[config.mk]
export PLATFORM = sky130hd
export DESIGN_NAME = hbc_ctrl
export DESIGN_NICKNAME = d
export VERILOG_FILES = /design/src/rtl/hbc_pkg.sv /design/src/rtl/hbc_ctrl.sv
export SDC_FILE = /design/constraint.sdc
export NUM_CORES = 1
export LEC_CHECK = 0
export ABC_CLOCK_PERIOD_IN_PS = 4150
export BUFFER_PORTS_ARGS = -buffer_cell sky130_fd_sc_hd__buf_2
export CAP_MARGIN = 20
export CORE_MARGIN = 5
export CORE_UTILIZATION = 28
export DETAILED_ROUTE_END_ITERATION = 6
export GPL_TIMING_DRIVEN = 0
export PLACE_DENSITY = 0.58
export SLEW_MARGIN = 30
export SYNTH_ARGS = -nofsm -noshare
export SYNTH_HDL_FRONTEND = slang
export SYNTH_SLANG_ARGS = --single-unit
[constraint.sdc]
create_clock -name clk -period 4.15 [get_ports clk]
set_input_delay 0.2075 -clock clk [delete_from_list [all_inputs] [get_ports clk]]
set_output_delay 0.2075 -clock clk [all_outputs]
set_load 0.01 [all_outputs]
[src/rtl/hbc_pkg.sv]
// Shared types and constants of the histogram bin counter.
`default_nettype none

package hbc_pkg;

    // Configuration register indexes.
    localparam logic [1:0] REG_RANGE_START = 2'd0;
    localparam logic [1:0] REG_RANGE_STOP  = 2'd1;
    localparam logic [1:0] REG_BIN_STEP    = 2'd2;
    localparam logic [1:0] REG_BINS_IN_USE = 2'd3;

    // Transaction kinds.
    localparam logic KIND_FILL = 1'b0;
    localparam logic KIND_READ = 1'b1;

    typedef struct packed {
        logic clear_step;
        logic load;
        logic check;
        logic div_step;
        logic limit;
        logic mem_read;
        logic update;
        logic out_load;
    } hbc_cmd_t;

    typedef struct packed {
        logic clear_done;
        logic check_ok;
        logic is_read;
        logic div_done;
        logic limit_ok;
        logic out_free;
    } hbc_status_t;

endpackage

`default_nettype wire

[src/rtl/hbc_ctrl.sv]
// Controller state machine: clearing pass, bounds check, division steps and count update.
`default_nettype none

module hbc_ctrl
    import hbc_pkg::*;
(
    input  wire logic        clk,
    input  wire logic        rst_n,
    input  wire logic        in_valid,
    output logic             in_stall,
    input  wire hbc_status_t status,
    output hbc_cmd_t         cmd
);

    typedef enum logic [7:0] {
        ST_CLEAR  = 8'b0000_0001,
        ST_IDLE   = 8'b0000_0010,
        ST_CHECK  = 8'b0000_0100,
        ST_DIV    = 8'b0000_1000,
        ST_LIMIT  = 8'b0001_0000,
        ST_READ   = 8'b0010_0000,
        ST_UPDATE = 8'b0100_0000,
        ST_OUT    = 8'b1000_0000
    } hbc_state_t;

    hbc_state_t state_reg;
    hbc_state_t state_next;

    assign in_stall = state_reg != ST_IDLE;

    always_comb
    begin
        state_next = state_reg;
        cmd        = '0;
        case (state_reg)
            ST_CLEAR:
            begin
                cmd.clear_step = 1'b1;
                if (status.clear_done)
                begin
                    state_next = ST_IDLE;
                end
            end
            ST_IDLE:
            begin
                if (in_valid)
                begin
                    cmd.load   = 1'b1;
                    state_next = ST_CHECK;
                end
            end
            ST_CHECK:
            begin
                cmd.check = 1'b1;
                if (!status.check_ok)
                begin
                    state_next = ST_OUT;
                end
                else if (status.is_read)
                begin
                    state_next = ST_READ;
                end
                else
                begin
                    state_next = ST_DIV;
                end
            end
            ST_DIV:
            begin
                cmd.div_step = 1'b1;
                if (status.div_done)
                begin
                    state_next = ST_LIMIT;
                end
            end
            ST_LIMIT:
            begin
                cmd.limit  = 1'b1;
                state_next = status.limit_ok ? ST_READ : ST_OUT;
            end
            ST_READ:
            begin
                cmd.mem_read = 1'b1;
                state_next   = ST_UPDATE;
            end
            ST_UPDATE:
            begin
                cmd.update = 1'b1;
                state_next = ST_OUT;
            end
            ST_OUT:
            begin
                if (status.out_free)
                begin
                    cmd.out_load = 1'b1;
                    state_next   = ST_IDLE;
                end
            end
            default:
            begin
                state_next = ST_IDLE;
            end
        endcase
    end

    always_ff @(posedge clk or negedge rst_n)
    begin
        if (!rst_n)
        begin
            state_reg <= ST_CLEAR;
        end
        else
        begin
            state_reg <= state_next;
        end
    end

endmodule

`default_nettype wire

==> results of run 1 <==
cells by family after synthesis:
logic type / after synthesis / share of synthesized area
xor gates and xnor gates: 1 / 0.01755
DFF: 8 / 0.4035
and+or+nand+nor: 29 / 0.4085
AOI/OAI and AO/OA: 7 / 0.1178
buffers and inverters: 5 / 0.05262
critical path: cells and delay by family (launching register included):
family | cells | cell delay (ps)
flops | 1 | 370
simple gates | 3 | 1030
buf+inv | 2 | 290
power groups by stage:
stage	clock, mW	sequential [mW]	combinational, mW
5_1_grt	0.0722	0.108	0.138
4_1_cts	0.0678	0.106	0.123
3_3_place_gp	0	0.107	0.122
6_report	0.0654	0.106	0.122
2_1_floorplan	0	0.104	0.0877
3_5_place_dp	0	0.108	0.122
metal layers:
metal,track usage,up-vias
met5,0,-
met1,0.1268,214
met4,0.02553,0
li1,-,235
met2,0.1234,22
met3,0.05983,0
cell usage after synthesis:
master	n
a32o_1	1
dfstp_2	1
o221a_1	1
and3_1	4
dfrtp_1	7
nor2b_1	3
or3_4	1
buf_6	1
a22oi_1	1
o211ai_1	1
nor3_1	1
xor2_1	1
nor4b_1	2
nor4_1	2
nand3_1	2
or4_4	1
nand2_1	3
a211oi_1	1
nor2_1	3
nor4_2	1
nand3b_1	1
nor4b_2	1
nor3b_1	2
and4b_1	2
o22ai_1	1
o221ai_1	1
inv_1	4
cell type report:
class                           count  area share
Multi-Input combinational cell     37      0.4165
Sequential cell                     8      0.3090
Clock buffer                        4     0.04031
Inverter                            4     0.02303
Tap cell                           25     0.04798
Buffer                              1     0.01727
Timing Repair Buffer               18      0.1459
per-stage QoR:
| step | setup WS [ps] | cell area, um2 | instances | power [mW] | utilization |
|---|---|---|---|---|---|
| after floorplan | 2309 | 499.2 | 50 | 0.1913 | - |
| after global placement | 2282 | 615.6 | 92 | 0.2290 | 0.3604 |
| after detailed placement | 2268 | 615.6 | 92 | 0.2296 | 0.3604 |
| after CTS | 1984 | 651.9 | 97 | 0.2973 | 0.3817 |
| after global routing | 1918 | 651.9 | 97 | 0.3184 | 0.3817 |
| final | 2005 | 651.9 | 97 | 0.2934 | 0.3817 |
worst max path at each step:
stage                  from      to  slack, ps  cells after the start
2_1_floorplan  state_reg[5]  cmd[7]       2310                      4
3_3_place_gp   state_reg[5]  cmd[7]       2280                      5
3_5_place_dp   state_reg[5]  cmd[7]       2270                      5
4_1_cts        state_reg[5]  cmd[7]       1980                      5
5_1_grt        state_reg[5]  cmd[7]       1920                      5
6_report       state_reg[5]  cmd[7]       2010                      5
==> impl_metrics.toml, run 1 <==
[placed_design]
io_buffers = 17
gp_congestion = 0.6845
dpl.hpwl_um = 882.1

[worst_hold_path]
whs_endpoint = "state_reg[0]"
hold_path_startpoint = "status[5]"
worstHoldPathType = "input pin to flip-flop"
whs_path_depth = 2

[worst_setup_path]
path_cells = "buf_6 > or4_4 > or3_4 > nor3b_1 > buf_2"
cp_max_fo = 8
reg2reg_depth = 4
cpMaxStageDelayCell = "or4_4"
crit_arrival_ps = 1940
critPathCaptureType = "primary output"
cpPeakStageDelay_ps = 490
r2r-end = "state_reg[1]"
rrSetupSlack_ps = 2430
crit_required_ps = 3940
path_class = "flip-flop to primary output"
cp-start-kind = "flip-flop"
rr_startpoint = "state_reg[5]"

[power_and_ir_drop]
ir_drop_v = 0.0001976
power_frac_comb = 0.415
p_switching_uw = 111.1
p_seq_frac = 0.362
leakagePower_nw = 0.3420
internal-power_uw = 182.3
pwr-share-clk = 0.223
netSwitchingFraction = 0.3786
powerDensity_mw_per_mm2 = 450.1

[floorplan]
ios = 18
row_count = 15
die_w_um = 52.23
initial_core_util = 0.2923
die_h_um = 52.23
coreArea_mm2 = 0.001708
dieArea_mm2 = 0.002727

[cells_and_area]
final_cell_mix = "buf_2 (17), dfrtp_1 (7), inv_1 (4), and3_1 (4)"
nFillCells = 184
multi_input_area_um2 = 271.5
antenna_cells = 0
largest_reg_flops = 8
final-seq-area_um2 = 201.4
synthToLayoutAreaGrowth_pct = 30.58
nets = 82
final_common_cell = "buf_2"
drive_above_1_share = 0.3611

[global_route]
grt_pass1_vias = 410
antenna_found_initial = 0
grt_pass1_wl_mm = 1.828
grtUsageTotal = 0.09438
grt_max_degree = 9
overflow = 0

[logic_synthesis]
synth_area_leader_cell = "dfrtp_1"
synthesis.nets = 59
ys_top_cells_by_area = "dfrtp_1 (35%), dfstp_2 (5.3%), and3_1 (5.0%)"
synthesis.area_um2 = 499.2
synth_cell_types = 27
ys_seq_area_frac = 0.4035
yosys.area.top_type_share = 0.3509
synthesis.instances = 50
yosys_warnings = 0
syn_area_per_cell_um2 = 9.985
synth-seq-cells = 8

[clocking]
cts_buffer_depth = 2
cts.htree.levels = 1
cts_hold_buf = 1
cts_buffers = 3
cts.repair.resized = 0
cts_tree = "done"
insertion_delay_ps = 260
post_cts_buffers = 0
cts_num_sinks = 8
root_buffer = "clkbuf_4"
clk_pin_slew_ps = 50

[timing]
slew-limit-headroom = 0.5699
period_minus_slack_ps = 2145
tightest_slew_ps = 639.9
rsz0062_at_grt = "no"
fin_setup_tns_ps = 0
holdWs_ps = 98.87
clock_skew_ps = 8.932
max_freq_mhz = 466.2
finalCritPeriodShare = 0.5168
final_max_slew_viol_count = 0
hold_viol = 0
setup_viol = 0

[drt]
wl_per_cell_um = 11.72
met1_length_um = 538
dr_wl_met3_um = 132
viasPerCell = 4.856
ant_nets = 0
wl_mm = 1.137
drt-pass1-iter-count = 4
drcViolationCount = 0
dr.max_layer_used = "met3"
drt_iter0_markers = 6
wl_met2_um = 466
num_vias = 471

[job]
max_cap_viol_count = 0

[run_status]
status = "finished, final reports clean"
No activity file was read; power rests on OpenSTA's default activity.
==> run 2: changes to the inputs <==
--- a/config.mk
+++ b/config.mk
@@ -5,7 +5,7 @@
 export SDC_FILE = /design/constraint.sdc
 export NUM_CORES = 1
 export LEC_CHECK = 0
-export ABC_CLOCK_PERIOD_IN_PS = 4150
+export ABC_CLOCK_PERIOD_IN_PS = 2100
 export BUFFER_PORTS_ARGS = -buffer_cell sky130_fd_sc_hd__buf_2
 export CAP_MARGIN = 20
 export CORE_MARGIN = 5
==> constraint.sdc (replaced) <==
create_clock -name clk -period 2.1 [get_ports clk]
set_input_delay 0.105 -clock clk [delete_from_list [all_inputs] [get_ports clk]]
set_output_delay 0.105 -clock clk [all_outputs]
set_load 0.01 [all_outputs]
==> impl_metrics.toml, run 2 (synthesized netlist as in run 1, its figures left out) <==
[clocking]
cts_buffer_depth = 2
cts_num_sinks = 8
clk_pin_slew_ps = 50
root_buffer = "clkbuf_4"
post_cts_buffers = 0
cts.htree.levels = 1
cts_buffers = 3
cts_tree = "done"
insertion_delay_ps = 260

[timing]
finalCritPeriodShare = 0.9539
final_max_slew_viol_count = 0
period_minus_slack_ps = 2003
rsz0062_at_grt = "no"
fin_setup_tns_ps = 0
tightest_slew_ps = 650.1
slew-limit-headroom = 0.5630
hold_viol = 0
clock_skew_ps = 8.912
layout_setup_ws_ps = 96.91
setup_viol = 0
max_freq_mhz = 499.2

[global_route]
grtUsageTotal = 0.09438
grt_max_degree = 9
grt_pass1_wl_mm = 1.828
overflow = 0
antenna_found_initial = 0
grt_pass1_vias = 410

[floorplan]
coreArea_mm2 = 0.001708
initial_core_util = 0.2923
die_h_um = 52.23
ios = 18
die_w_um = 52.23
row_count = 15
dieArea_mm2 = 0.002727

[placed_design]
dpl.hpwl_um = 882.1
dp_cells = 92
dpl_worst_slack_ps = 320.4
io_buffers = 17
gp_congestion = 0.6845

[worst_setup_path]
crit_arrival_ps = 1900
crit_required_ps = 2000
cp_max_fo = 8
path_class = "flip-flop to primary output"
cp-start-kind = "flip-flop"
critPathCaptureType = "primary output"

[power_and_ir_drop]
netSwitchingFraction = 0.3811
ir_drop_v = 0.0003905
leakagePower_nw = 0.3472
powerDensity_mw_per_mm2 = 876.4
power_uw = 584.5
p_switching_uw = 222.8
p_seq_frac = 0.361
pwr-share-clk = 0.221
internal-power_uw = 361.7
power_frac_comb = 0.418

[cells_and_area]
drive_above_1_share = 0.3699
nets = 83
multi_input_area_um2 = 276.5
final-seq-area_um2 = 201.4
finalNonFillerCells = 98
final_cell_mix = "buf_2 (17), dfrtp_1 (7), inv_1 (4), and3_1 (4)"
antenna_cells = 0
nFillCells = 182
synthToLayoutAreaGrowth_pct = 33.58
final_common_cell = "buf_2"
largest_reg_flops = 8

[drt]
wl_mm = 1.139
wl_per_cell_um = 11.62
num_vias = 479
drt_iter0_markers = 6
drt-pass1-iter-count = 4
viasPerCell = 4.888
drcViolationCount = 0
ant_nets = 0

[run_status]
status = "finished, final reports clean"

[worst_hold_path]
worstHoldPathType = "input pin to flip-flop"

[job]
max_cap_viol_count = 0
## run 2: cell types whose count changed in the layout (fill, tap and decap cells not counted), sizes merged
cell / change
dlygate4sd3: +1
## run 2: power groups by stage
| stage | Combinational [mW] | Clock (mW) | Sequential [mW] |
|---|---|---|---|
| floorplan | 0.173 | 0 | 0.205 |
| global placement | 0.241 | 0 | 0.212 |
| detailed placement | 0.241 | 0 | 0.213 |
| CTS | 0.245 | 0.134 | 0.210 |
| global route | 0.277 | 0.143 | 0.215 |
| finish | 0.244 | 0.129 | 0.211 |
## run 2: metrics by stage
| stage | utilization | hold slack (ps) | instance area (um2) |
|---|---|---|---|
| 2_1_floorplan | - | -190.6 | 499.2 |
| 3_3_place_gp | 0.3604 | -49.41 | 615.6 |
| 3_5_place_dp | 0.3604 | -44.24 | 615.6 |
| 4_1_cts | 0.3875 | 37.88 | 661.9 |
| 5_1_grt | 0.3905 | 44.32 | 666.9 |
| 6_report | 0.3905 | 42.00 | 666.9 |
## run 2: path summary, 6_finish.rpt
kind                              start  slack [ps]            to  cells after the start
setup / recovery           state_reg[5]         100        cmd[7]                      5
hold / removal                status[3]          40  state_reg[3]                      2
setup reg to reg           state_reg[5]         370  state_reg[1]                      4
hold reg to reg            state_reg[0]         550  state_reg[0]                      1
max in group asynchronous         rst_n        1640  state_reg[0]                      2
min in group asynchronous         rst_n         210  state_reg[7]                      2
## run 2: worst max-delay path: stages, from the launching register on
cell and delay (ps):
dfrtp_1 370, buf_6 130, or4_4 490, or3_4 360, nor3b_2 150, buf_2 140
## run 2: area by class of cell
type | instances | area share
Timing Repair Buffer | 19 | 0.1576
Buffer | 1 | 0.01689
Sequential cell | 8 | 0.3021
Multi-Input combinational cell | 37 | 0.4146
Tap cell | 25 | 0.04690
Inverter | 4 | 0.02251
Clock buffer | 4 | 0.03940
## run 2: routing by layer
| metal | routed length, um | vias to the layer above | track usage |
|---|---|---|---|
| met1 | 545 | 215 | 0.1285 |
| met3 | 123 | 0 | 0.05698 |
| met5 | 0 | - | 0 |
| met2 | 470 | 26 | 0.1234 |
| li1 | - | 238 | - |
| met4 | 0 | 0 | 0.02553 |
## run 2: what timing repair did
item,CTS,global route
resized for setup,0,1
hold buffers,2,0
hold endpoints to repair,9,0
endpoints found under the setup margin,0,1
